--- src/rtl/core/blpd_pkg.sv ---
`default_nettype none
package blpd_pkg;

    // Default capacity and the widest index the capacity range needs
    localparam int BLPD_LIST_CAP = 16;
    localparam int IDX_MAX_W     = 8;
    localparam int CMP_W         = IDX_MAX_W + 1;

    typedef logic [IDX_MAX_W-1:0] t_idx;

    typedef enum logic [1:0] {
        REQ_APPEND   = 2'd0,
        REQ_REM_HEAD = 2'd1,
        REQ_REM_TAIL = 2'd2,
        REQ_REM_POS  = 2'd3
    } t_req;

    typedef enum logic [1:0] {
        ST_DONE  = 2'd0,
        ST_EMPTY = 2'd1,
        ST_FULL  = 2'd2
    } t_status;

    // Command broadcast to every cell of the row
    typedef struct packed {
        logic do_append;
        logic do_remove;
        t_idx app_idx;
        t_idx rem_idx;
    } t_cell_ctl;

endpackage
`default_nettype wire

--- src/rtl/core/blpd_cell.sv ---
`default_nettype none
module blpd_cell #(
    parameter int CELL_INDEX = 0
) (
    input  wire logic               i_clk,
    input  wire blpd_pkg::t_cell_ctl i_ctl,
    input  wire logic [31:0]        i_value,
    input  wire logic [31:0]        i_next_data,
    output logic      [31:0]        o_data,
    output logic      [31:0]        o_tap
);
    import blpd_pkg::*;

    logic [31:0] r_data;
    logic [31:0] n_data;
    t_idx        my_idx;

    assign my_idx = t_idx'(CELL_INDEX);

    // Load on append to this slot; on removal at or below us, take the neighbor's value
    always_comb begin
        n_data = r_data;
        if (i_ctl.do_append && (i_ctl.app_idx == my_idx)) begin
            n_data = i_value;
        end else if (i_ctl.do_remove && (my_idx >= i_ctl.rem_idx)) begin
            n_data = i_next_data;
        end
    end

    always_ff @(posedge i_clk) begin
        r_data <= n_data;
    end

    // Removed value is driven only by the selected cell
    assign o_tap  = (i_ctl.do_remove && (i_ctl.rem_idx == my_idx)) ? r_data : 32'd0;
    assign o_data = r_data;

endmodule
`default_nettype wire

--- src/rtl/core/bounded_list_with_positional_delete.sv ---
// Bounded ordered list of signed 32-bit values, LIST_CAP entries deep.
// Input channel (i_in_valid / o_in_ready) carries one request per beat:
// i_req_type selects append, remove head, remove tail or remove at the
// 1-based i_position; i_value_in is used by append only.
// Output channel (o_out_valid / i_out_ready) returns one result beat per
// request: o_status, o_removed_value and o_count_after.
// Each request passes through a decode stage, which decides the
// operation and updates the count, and then a result stage, which
// shifts the row of cells and captures the removed value. A new
// request is taken in the same cycle its predecessor's result is taken.
// Reset (i_rst_n low, synchronous) empties the list and drops any pending
// result; the slot contents are not cleared and are never read before
// being written.
// While the receiver stalls, the result holds and no new request is taken.
`default_nettype none
module bounded_list_with_positional_delete #(
    parameter int LIST_CAP = blpd_pkg::BLPD_LIST_CAP
) (
    input  wire logic               i_clk,
    input  wire logic               i_rst_n,
    input  wire logic               i_in_valid,
    output logic                    o_in_ready,
    input  wire logic [1:0]         i_req_type,
    input  wire logic signed [31:0] i_value_in,
    input  wire logic [7:0]         i_position,
    output logic                    o_out_valid,
    input  wire logic               i_out_ready,
    output logic [1:0]              o_status,
    output logic signed [31:0]      o_removed_value,
    output logic [4:0]              o_count_after
);
    import blpd_pkg::*;

    localparam int CNT_W = $clog2(LIST_CAP + 1);

    logic             in_acc;
    logic             out_acc;
    logic             r_busy;
    logic [CNT_W-1:0] r_count;
    logic [CNT_W-1:0] n_count;
    t_cell_ctl        r_ctl;
    t_cell_ctl        n_ctl;
    t_status          n_status;
    t_status          r_status;
    logic [4:0]       r_cnt_after;
    logic [31:0]      r_value;
    logic             r_out_valid;
    t_status          r_out_status;
    logic [31:0]      r_out_removed;
    logic [4:0]       r_out_count;
    logic [CMP_W-1:0] cnt_ext;
    logic [CMP_W-1:0] pos_ext;
    logic [31:0]      removed;

    logic [31:0] cell_data [LIST_CAP];
    logic [31:0] cell_tap  [LIST_CAP];

    assign out_acc    = r_out_valid && i_out_ready;
    assign o_in_ready = !r_busy || out_acc;
    assign in_acc     = i_in_valid && o_in_ready;

    assign cnt_ext = CMP_W'(r_count);
    assign pos_ext = CMP_W'(i_position);

    // Decode the request against the current count
    always_comb begin
        n_ctl    = '0;
        n_status = ST_DONE;
        n_count  = r_count;
        unique case (t_req'(i_req_type))
            REQ_APPEND: begin
                if (cnt_ext >= CMP_W'(LIST_CAP)) begin
                    n_status = ST_FULL;
                end else begin
                    n_ctl.do_append = 1'b1;
                    n_ctl.app_idx   = t_idx'(r_count);
                    n_count         = r_count + CNT_W'(1);
                end
            end
            default: begin
                if (r_count == '0) begin
                    n_status = ST_EMPTY;
                end else begin
                    n_ctl.do_remove = 1'b1;
                    n_count         = r_count - CNT_W'(1);
                    priority if (t_req'(i_req_type) == REQ_REM_HEAD) begin
                        n_ctl.rem_idx = '0;
                    end else if (t_req'(i_req_type) == REQ_REM_TAIL) begin
                        n_ctl.rem_idx = t_idx'(r_count - CNT_W'(1));
                    end else if (i_position <= 8'd1) begin
                        n_ctl.rem_idx = '0;
                    end else if (pos_ext > cnt_ext) begin
                        n_ctl.rem_idx = t_idx'(r_count - CNT_W'(1));
                    end else begin
                        n_ctl.rem_idx = i_position - 8'd1;
                    end
                end
            end
        endcase
    end

    // Decode stage: control state
    always_ff @(posedge i_clk) begin
        if (!i_rst_n) begin
            r_busy      <= 1'b0;
            r_count     <= '0;
            r_ctl       <= '0;
            r_out_valid <= 1'b0;
        end else begin
            r_ctl <= in_acc ? n_ctl : '0;
            if (in_acc) begin
                r_count <= n_count;
            end
            if (in_acc) begin
                r_busy <= 1'b1;
            end else if (out_acc) begin
                r_busy <= 1'b0;
            end
            // Result becomes valid in the cycle after decode
            if (in_acc) begin
                r_out_valid <= 1'b0;
            end else if (r_busy && !r_out_valid) begin
                r_out_valid <= 1'b1;
            end else if (out_acc) begin
                r_out_valid <= 1'b0;
            end
        end
    end

    // Decode stage: payload; the count is reported in its low 5 bits
    always_ff @(posedge i_clk) begin
        if (in_acc) begin
            r_status    <= n_status;
            r_cnt_after <= 5'(n_count);
            r_value     <= i_value_in;
        end
    end

    // Row of cells; the last cell shifts in zero
    for (genvar g = 0; g < LIST_CAP; g++) begin : g_cell
        logic [31:0] next_data;
        if (g == LIST_CAP - 1) begin : g_last
            assign next_data = 32'd0;
        end else begin : g_mid
            assign next_data = cell_data[g+1];
        end
        blpd_cell #(
            .CELL_INDEX (g)
        ) u_cell (
            .i_clk       (i_clk),
            .i_ctl       (r_ctl),
            .i_value     (r_value),
            .i_next_data (next_data),
            .o_data      (cell_data[g]),
            .o_tap       (cell_tap[g])
        );
    end

    // Only the selected cell drives a nonzero tap
    always_comb begin
        removed = 32'd0;
        for (int k = 0; k < LIST_CAP; k++) begin
            removed = removed | cell_tap[k];
        end
    end

    // Result register
    always_ff @(posedge i_clk) begin
        if (r_busy && !r_out_valid) begin
            r_out_status  <= r_status;
            r_out_removed <= removed;
            r_out_count   <= r_cnt_after;
        end
    end

    assign o_out_valid     = r_out_valid;
    assign o_status        = r_out_status;
    assign o_removed_value = r_out_removed;
    assign o_count_after   = r_out_count;

endmodule
`default_nettype wire

--- config.mk ---
export PLATFORM = sky130hd
export DESIGN_NAME = bounded_list_with_positional_delete
export DESIGN_NICKNAME = d
export VERILOG_FILES = /design/src/rtl/core/blpd_pkg.sv /design/src/rtl/core/blpd_cell.sv /design/src/rtl/core/bounded_list_with_positional_delete.sv
export SDC_FILE = /design/constraint.sdc
export NUM_CORES = 1
export LEC_CHECK = 0
export BUFFER_PORTS_ARGS = -buffer_cell sky130_fd_sc_hd__buf_2
export CAP_MARGIN = 20
export CORE_UTILIZATION = 46
export CTS_CLUSTER_SIZE = 14
export DETAILED_ROUTE_END_ITERATION = 7
export GPL_TIMING_DRIVEN = 0
export PLACE_DENSITY_LB_ADDON = 0.1
export SYNTH_ARGS = -nofsm -noshare
export SYNTH_HDL_FRONTEND = slang
export SYNTH_SLANG_ARGS = --single-unit
--- constraint.sdc ---
create_clock -name i_clk -period 12.6 [get_ports i_clk]
set_clock_uncertainty 0.05 [all_clocks]
set_input_delay 1.89 -clock i_clk [delete_from_list [all_inputs] [get_ports i_clk]]
set_output_delay 1.89 -clock i_clk [all_outputs]
set_load 0.05 [all_outputs]
==> results of run 1 <==
## report_power, final
group          internal (mW)  switching, mW  total, mW
Clock                   1.15          0.844       1.99
Combinational          0.143          0.288      0.431
Sequential              2.34         0.0581       2.40
Total                   3.63           1.19       4.82
## per-layer routing
layer / global-route usage / vias to the layer above / part of all wire
li1: - / 8198 / -
met1: 0.487 / 10598 / 0.37
met2: 0.549 / 1801 / 0.43
met3: 0.107 / 451 / 0.13
met4: 0.208 / 4 / 0.063
met5: 0 / - / 0.00020
## cell families (layout without fill, tap and decap cells)
kind of cell / count (synthesis) / after routing / share of synthesized area
other: 1 / 4 / 0.000127
DFF: 612 / 612 / 0.616
buffers and inverters: 172 / 435 / 0.0260
xor gates and xnor gates: 7 / 7 / 0.00208
adders and majority gates: 9 / 9 / 0.00382
and+or+nand+nor: 306 / 306 / 0.0577
AOI/OAI and AO/OA: 262 / 262 / 0.0676
muxes: 579 / 579 / 0.227
## worst min-delay path by stage
| stage | to | slack (ps) | cells past startpoint |
|---|---|---|---|
| finish | o_count_after[1] | 370 | 0 |
| global route | o_count_after[2] | 380 | 0 |
| CTS | o_count_after[1] | 370 | 0 |
| detailed placement | o_count_after[1] | 360 | 0 |
| global placement | o_count_after[1] | 360 | 0 |
| floorplan | o_count_after[0] | 350 | 0 |
## flip-flops by register name, summed over array words and instances, names as in the netlist
name / flops
r_cnt_after: 5
r_ctl: 15
o_out_valid: 1
o_removed_value: 32
o_status: 2
o_count_after: 5
g_cell.u_cell.o_data: 512
r_status: 2
r_value: 32
r_busy: 1
r_count: 5
## cell type report
class	instances	area (sq um)
fill	5226	29000
sequential	612	18200
multi-input combinational	1164	10700
clock buffer	96	1890
timing repair buffer	142	1370
tap	846	1060
buffer	157	709
clock inverter	25	245
inverter	15	56.3
antenna	3	7.51
## cells in the final DEF (no fill, tap or decap), types with 12 or more instances in the layout
| master | Yosys | layout |
|---|---|---|
| edfxtp_1 | 590 | 590 |
| mux2_2 | 490 | 490 |
| buf_2 | 42 | 128 |
| clkbuf_1 | 66 | 89 |
| nand2_1 | 81 | 78 |
| clkbuf_16 | 0 | 71 |
| mux2i_1 | 53 | 53 |
| a22oi_1 | 47 | 47 |
| and2_1 | 41 | 41 |
| nor2_1 | 35 | 35 |
| buf_1 | 34 | 34 |
| nand3_1 | 32 | 32 |
| a221oi_1 | 31 | 31 |
| o21ai_0 | 33 | 28 |
| nor3_1 | 30 | 28 |
| a21oi_1 | 25 | 25 |
| buf_4 | 12 | 23 |
| dfxtp_1 | 22 | 22 |
| mux4_2 | 21 | 21 |
| a222oi_1 | 20 | 20 |
| inv_1 | 15 | 15 |
| mux2_1 | 15 | 15 |
| a22o_1 | 15 | 15 |
| buf_6 | 3 | 13 |
| buf_16 | 0 | 13 |
| nand4_1 | 12 | 12 |
## through the flow
stage	hold slack [ps]	power [mW]	utilization	setup WS, ps
2_1_floorplan	350	2.64	-	8290
3_3_place_gp	358	2.82	0.490	3490
3_5_place_dp	358	2.85	0.506	8200
4_1_cts	371	4.81	0.540	8200
5_1_grt	384	4.91	0.541	8150
6_report	369	4.82	0.541	8180
## critical path: cells and delay by family
family / cells / cell delay (ps)
buffers and inverters: 2 / 350
and+or+nand+nor: 2 / 240
## synthesized netlist by cell type, types with 20 or more instances
cell      count
a221oi_1     31
edfxtp_1    590
dfxtp_1      22
nor3_1       30
nor2_1       35
nand3_1      32
clkbuf_1     66
mux2_2      490
o21ai_0      33
a22oi_1      47
mux4_2       21
buf_2        42
mux2i_1      53
nand2_1      81
and2_1       41
a222oi_1     20
a21oi_1      25
buf_1        34
==> impl_metrics.json, run 1 <==
{
  "status": "finished clean",
  "critPathCaptureType": "output pin",
  "clk_pin_slew_ps": 60,
  "path_class": "input pin to output pin",
  "drive_gt1_frac": 0.379,
  "synth_edf_count": 590,
  "stdcell_count": 3060,
  "numPlacedInstances": 2933,
  "design_area_sq_um": 34200,
  "yosysSeqAreaShare": 0.616,
  "setup_viol": 0,
  "dp_hpwl_mm": 78.2,
  "arrival_ps": 2480,
  "vias_per_cell": 6.88,
  "worstSetupStartpointType": "input pin",
  "maxSlewViolCount": 0,
  "fp.coreArea_sq_um": 63200,
  "worstPathCellList": "buf_2 -> nand2_1 -> nand2_1 -> buf_2",
  "syn_avg_cell_area_sq_um": 15.1,
  "die_w_um": 255,
  "cp_slowest_cell": "buf_2",
  "p_leak_nw": 11.4,
  "final_nets": 2216,
  "grt_max_degree": 33,
  "dieArea_sq_um": 65100,
  "grt_pass1_wl_mm": 162,
  "finalCritPeriodShare": 0.351,
  "gp_congestion": 0.937,
  "clockBufferDepth": 3,
  "worstPathRequired_ps": 10660,
  "synth.top_cell.area_share": 0.601,
  "hold_viol_final": 0,
  "fin_crit_ps": 4420,
  "synth_area_leaders": "edfxtp_1, mux2_2, mux2i_1, mux4_2, dfxtp_1",
  "ys.flop_type": "edfxtp_1",
  "drcViolationCount": 0,
  "fp.dieH_um": 255,
  "slowest_delay_ps": 270,
  "min_from": "r_cnt_after[1]",
  "syn_nets": 2003,
  "cts.sinks": 612,
  "slew_headroom": 0.0613,
  "cts_made_buffers": 69,
  "initial_core_util": 0.467,
  "cts_tree": "done",
  "p_per_area_nw_per_um2": 141,
  "antenna_found_initial": 4,
  "startpoint": "i_out_ready",
  "place_area_sq_um": 32000,
  "h-tree-depth": 3,
  "first_global_vias": 20251,
  "hp-class": "flop to flop",
  "wire_per_inst_um": 39.3,
  "r2r_cells": 9,
  "antenna_left": 0,
  "worstMarginPinSlew_ps": 1400,
  "yosysTopAreaCell": "edfxtp_1",
  "yosysWarnings": 0,
  "cts_resized": 0,
  "synth.distinct_cells": 79,
  "drt_pass1_iterations": 8,
  "fmax_mhz": 226,
  "vias": 21052,
  "clk_latency_ps": 620,
  "r2r_end": "g_cell[4].u_cell.o_data[8]",
  "crit_fanout": 3,
  "cts_hold_repair.buffers": 0,
  "ioPinCount": 87,
  "reg2reg_from": "r_ctl[2]",
  "rows": 92,
  "synth_cells": 1948,
  "postCtsSetupBuffers": 0,
  "drv.max_cap_violation_count": 0,
  "crit_end": "o_in_ready",
  "grt_use_total": 0.370,
  "portBuffers": 86,
  "regToRegSetupSlack_ps": 8430,
  "routed_wl_mm": 120,
  "syn_area_sq_um": 29500,
  "async_reset_ff_frac": 0,
  "peakVddDrop_v": 0.0000915,
  "area_growth_pct": 15.9,
  "cts_root_buf": "clkbuf_16",
  "drtIter0Drc": 3487,
  "ys_seq_elements": 612,
  "setup-tns-final_ps": 0,
  "rsz0062_at_grt": "no",
  "grt.overflow.total": 0
}
Note: power is estimated with default switching activity, not from simulation.
==> run 2, diff against run 1 <==
- ABC_AREA: unset -> 1
- clock period: 12.6 -> 3.86 ns (I/O delays scaled with it)
==> run 2 against run 1 <==
The flow now finishes with violations (negative setup slack). Worst setup slack got worse by 8200 ps. Wire length fell by 2.7%. Clock-buffer cell count fell by 16. Final cell count rose by 31%. First-iteration DRC count fell by 22%. Hold slack got worse by 280 ps. Via count rose by 14%. Largest cell class unchanged.
==> impl_metrics.json, run 2 <==
{
  "status": "finished, violations left",
  "violations": "negative setup slack",
  "routed_wl_mm": 117,
  "peakVddDrop_v": 0.000350,
  "vias_per_cell": 6.00,
  "gp_congestion": 1.06,
  "yosysWarnings": 0,
  "grt_pass1_wl_mm": 163,
  "syn_area_sq_um": 28600,
  "grt_max_degree": 33,
  "grt.overflow.total": 0,
  "hp-class": "input pin to flop",
  "ys_seq_elements": 612,
  "syn_nets": 3058,
  "ioPinCount": 87,
  "antenna_found_initial": 3,
  "drive_gt1_frac": 0.0870,
  "drv.max_cap_violation_count": 0,
  "dieArea_sq_um": 63100,
  "fin_crit_ps": 3910,
  "vias": 24093,
  "cts.sinks": 612,
  "grt_use_total": 0.373,
  "clockBufferDepth": 3,
  "synthTopCellsByCount": "nand2_1, edfxtp_1, o21ai_0",
  "initial_core_util": 0.470,
  "path_class": "flop to flop",
  "area_growth_pct": 14.1,
  "synth_edf_count": 590,
  "cts_root_buf": "clkbuf_16",
  "drt_pass1_iterations": 5,
  "hold_viol_final": 0,
  "fp.dieH_um": 251,
  "drtIter0Drc": 2718,
  "portBuffers": 86,
  "drcViolationCount": 0,
  "cts_hold_repair.buffers": 0,
  "die_w_um": 251,
  "slew_headroom": 0.278,
  "largest_reg_flops": 512,
  "synth_cells": 3003,
  "crit_fanout": 19,
  "layout_common_cells": "nand2_1, edfxtp_1, o21ai_0, nand3_1, nor2_1",
  "synth_most_common_cell": "nand2_1",
  "antenna_left": 0,
  "worstMarginPinSlew_ps": 1080,
  "rows": 90,
  "cts_tree": "done",
  "worstPathRequired_ps": 4130,
  "timing.hold.ws_ps": 84.7,
  "setup_ws_ps": -45.1,
  "clk_latency_ps": 620,
  "synth.distinct_cells": 34,
  "intPower_mw": 11.5,
  "final_nets": 3238,
  "cts_made_buffers": 69,
  "yosysSeqAreaShare": 0.636,
  "power_frac_clock": 0.421,
  "cts_resized": 0,
  "rsz0062_at_grt": "no",
  "pre_cts_ws_ps": -30.3,
  "synth.top_cell.area_share": 0.621,
  "p_comb_frac": 0.069,
  "ys.flop_type": "edfxtp_1",
  "power.switching_mw": 3.71,
  "dp_hpwl_mm": 92.8,
  "fp.coreArea_sq_um": 60800,
  "critPathCaptureType": "flop",
  "finalCritPeriodShare": 1.01,
  "maxSlewViolCount": 0,
  "fin_util": 0.536,
  "wire_per_inst_um": 29.1,
  "async_reset_ff_frac": 0,
  "layout_commonest_cell": "nand2_1",
  "syn_avg_cell_area_sq_um": 9.51,
  "setup_viol": 19,
  "fmax_mhz": 256,
  "clk_pin_slew_ps": 60,
  "p_sw_frac": 0.243,
  "power_frac_seq": 0.511,
  "first_global_vias": 23456,
  "arrival_ps": 4170,
  "synth_area_leaders": "edfxtp_1, nand2_1, o21ai_0, nand3_1, nor2_1",
  "worstSetupStartpointType": "flop",
  "p_leak_nw": 13.1,
  "p_per_area_nw_per_um2": 468,
  "yosysTopAreaCell": "edfxtp_1",
  "h-tree-depth": 3
}
==> run 2: cell count changes in the layout (fill, tap and decap cells not counted), sizes merged, moves of 86 or more <==
cell,previous run,this run
buf,233,147
nor2,36,190
nand2,81,984
o21ai,36,522
mux2,505,0
inv,16,177
nand3,32,185
==> run 2: metal layers <==
layer	up-vias	track usage	share of wire
met5	-	0	0
met4	0	0.317	0.10
met3	371	0.0551	0.070
met2	1246	0.599	0.46
met1	11834	0.442	0.37
li1	10642	-	-
==> run 2: power by group through the flow <==
stage | Combinational, mW | Sequential [mW] | Clock (mW)
after floorplan | 0.501 | 7.95 | 0
after global placement | 0.940 | 7.95 | 0
after detailed placement | 1.02 | 7.93 | 0
after CTS | 1.03 | 7.79 | 6.46
after global routing | 1.12 | 7.81 | 6.67
final | 1.05 | 7.79 | 6.42
==> run 2: worst paths after layout <==
| check | start | to | slack (ps) | cells past startpoint |
|---|---|---|---|---|
| worst min-delay path | i_value_in[10] | r_value[10] | 80 | 1 |
| worst max register to register | r_ctl[9] | g_cell[15].u_cell.o_data[7] | -50 | 6 |
| worst max-delay path | r_ctl[9] | g_cell[15].u_cell.o_data[7] | -50 | 6 |
| worst min register to register | r_cnt_after[0] | o_count_after[0] | 380 | 0 |
==> run 2: critical path, cell delays in order (launching register included) <==
cell and delay (ps):
dfxtp_1 650, inv_1 320, nor2_1 860, nand2_1 540, clkbuf_1 440, nand2_2 480, buf_16 240
==> run 2: layout make-up <==
type                            instances  area, sq um
Buffer                                195          802
Antenna cell                            1         2.50
Fill cell                            5700        28200
Sequential cell                       612        18200
Timing Repair Buffer                  109          833
Multi-Input combinational cell       2021         9000
Inverter                              175          657
Clock inverter                         38          314
Clock buffer                           80         1830
Tap cell                              782          978
==> run 2: per-stage QoR <==
| stage | TNS, ps | power (mW) | instance area (sq um) | cells |
|---|---|---|---|---|
| finish | -704 | 15.3 | 32600 | 4013 |
| global route | 0 | 15.6 | 32600 | 4012 |
| CTS | 0 | 15.3 | 32600 | 4011 |
| detailed placement | -298 | 8.95 | 30400 | 3890 |
| global placement | -192660 | 8.89 | 30000 | 3871 |
| floorplan | 0 | 8.46 | 28600 | 3003 |
==> run 2: cells by family (layout without fill, tap and decap cells) <==
kind of cell    count (synthesis)  in the layout  synth area share
compound gates                553            553            0.0974
xor+xnor                        7              7           0.00215
fa+ha+maj                       9              9           0.00394
buf+inv                       370            597            0.0511
flops                         612            612             0.636
other cells                     1              2          0.000131
simple gates                 1451           1451             0.209
==> run 2: repair_timing <==
item,CTS,global route
hold endpoints to repair,0,0
endpoints found under the setup margin,10,0
setup buffers,3,0
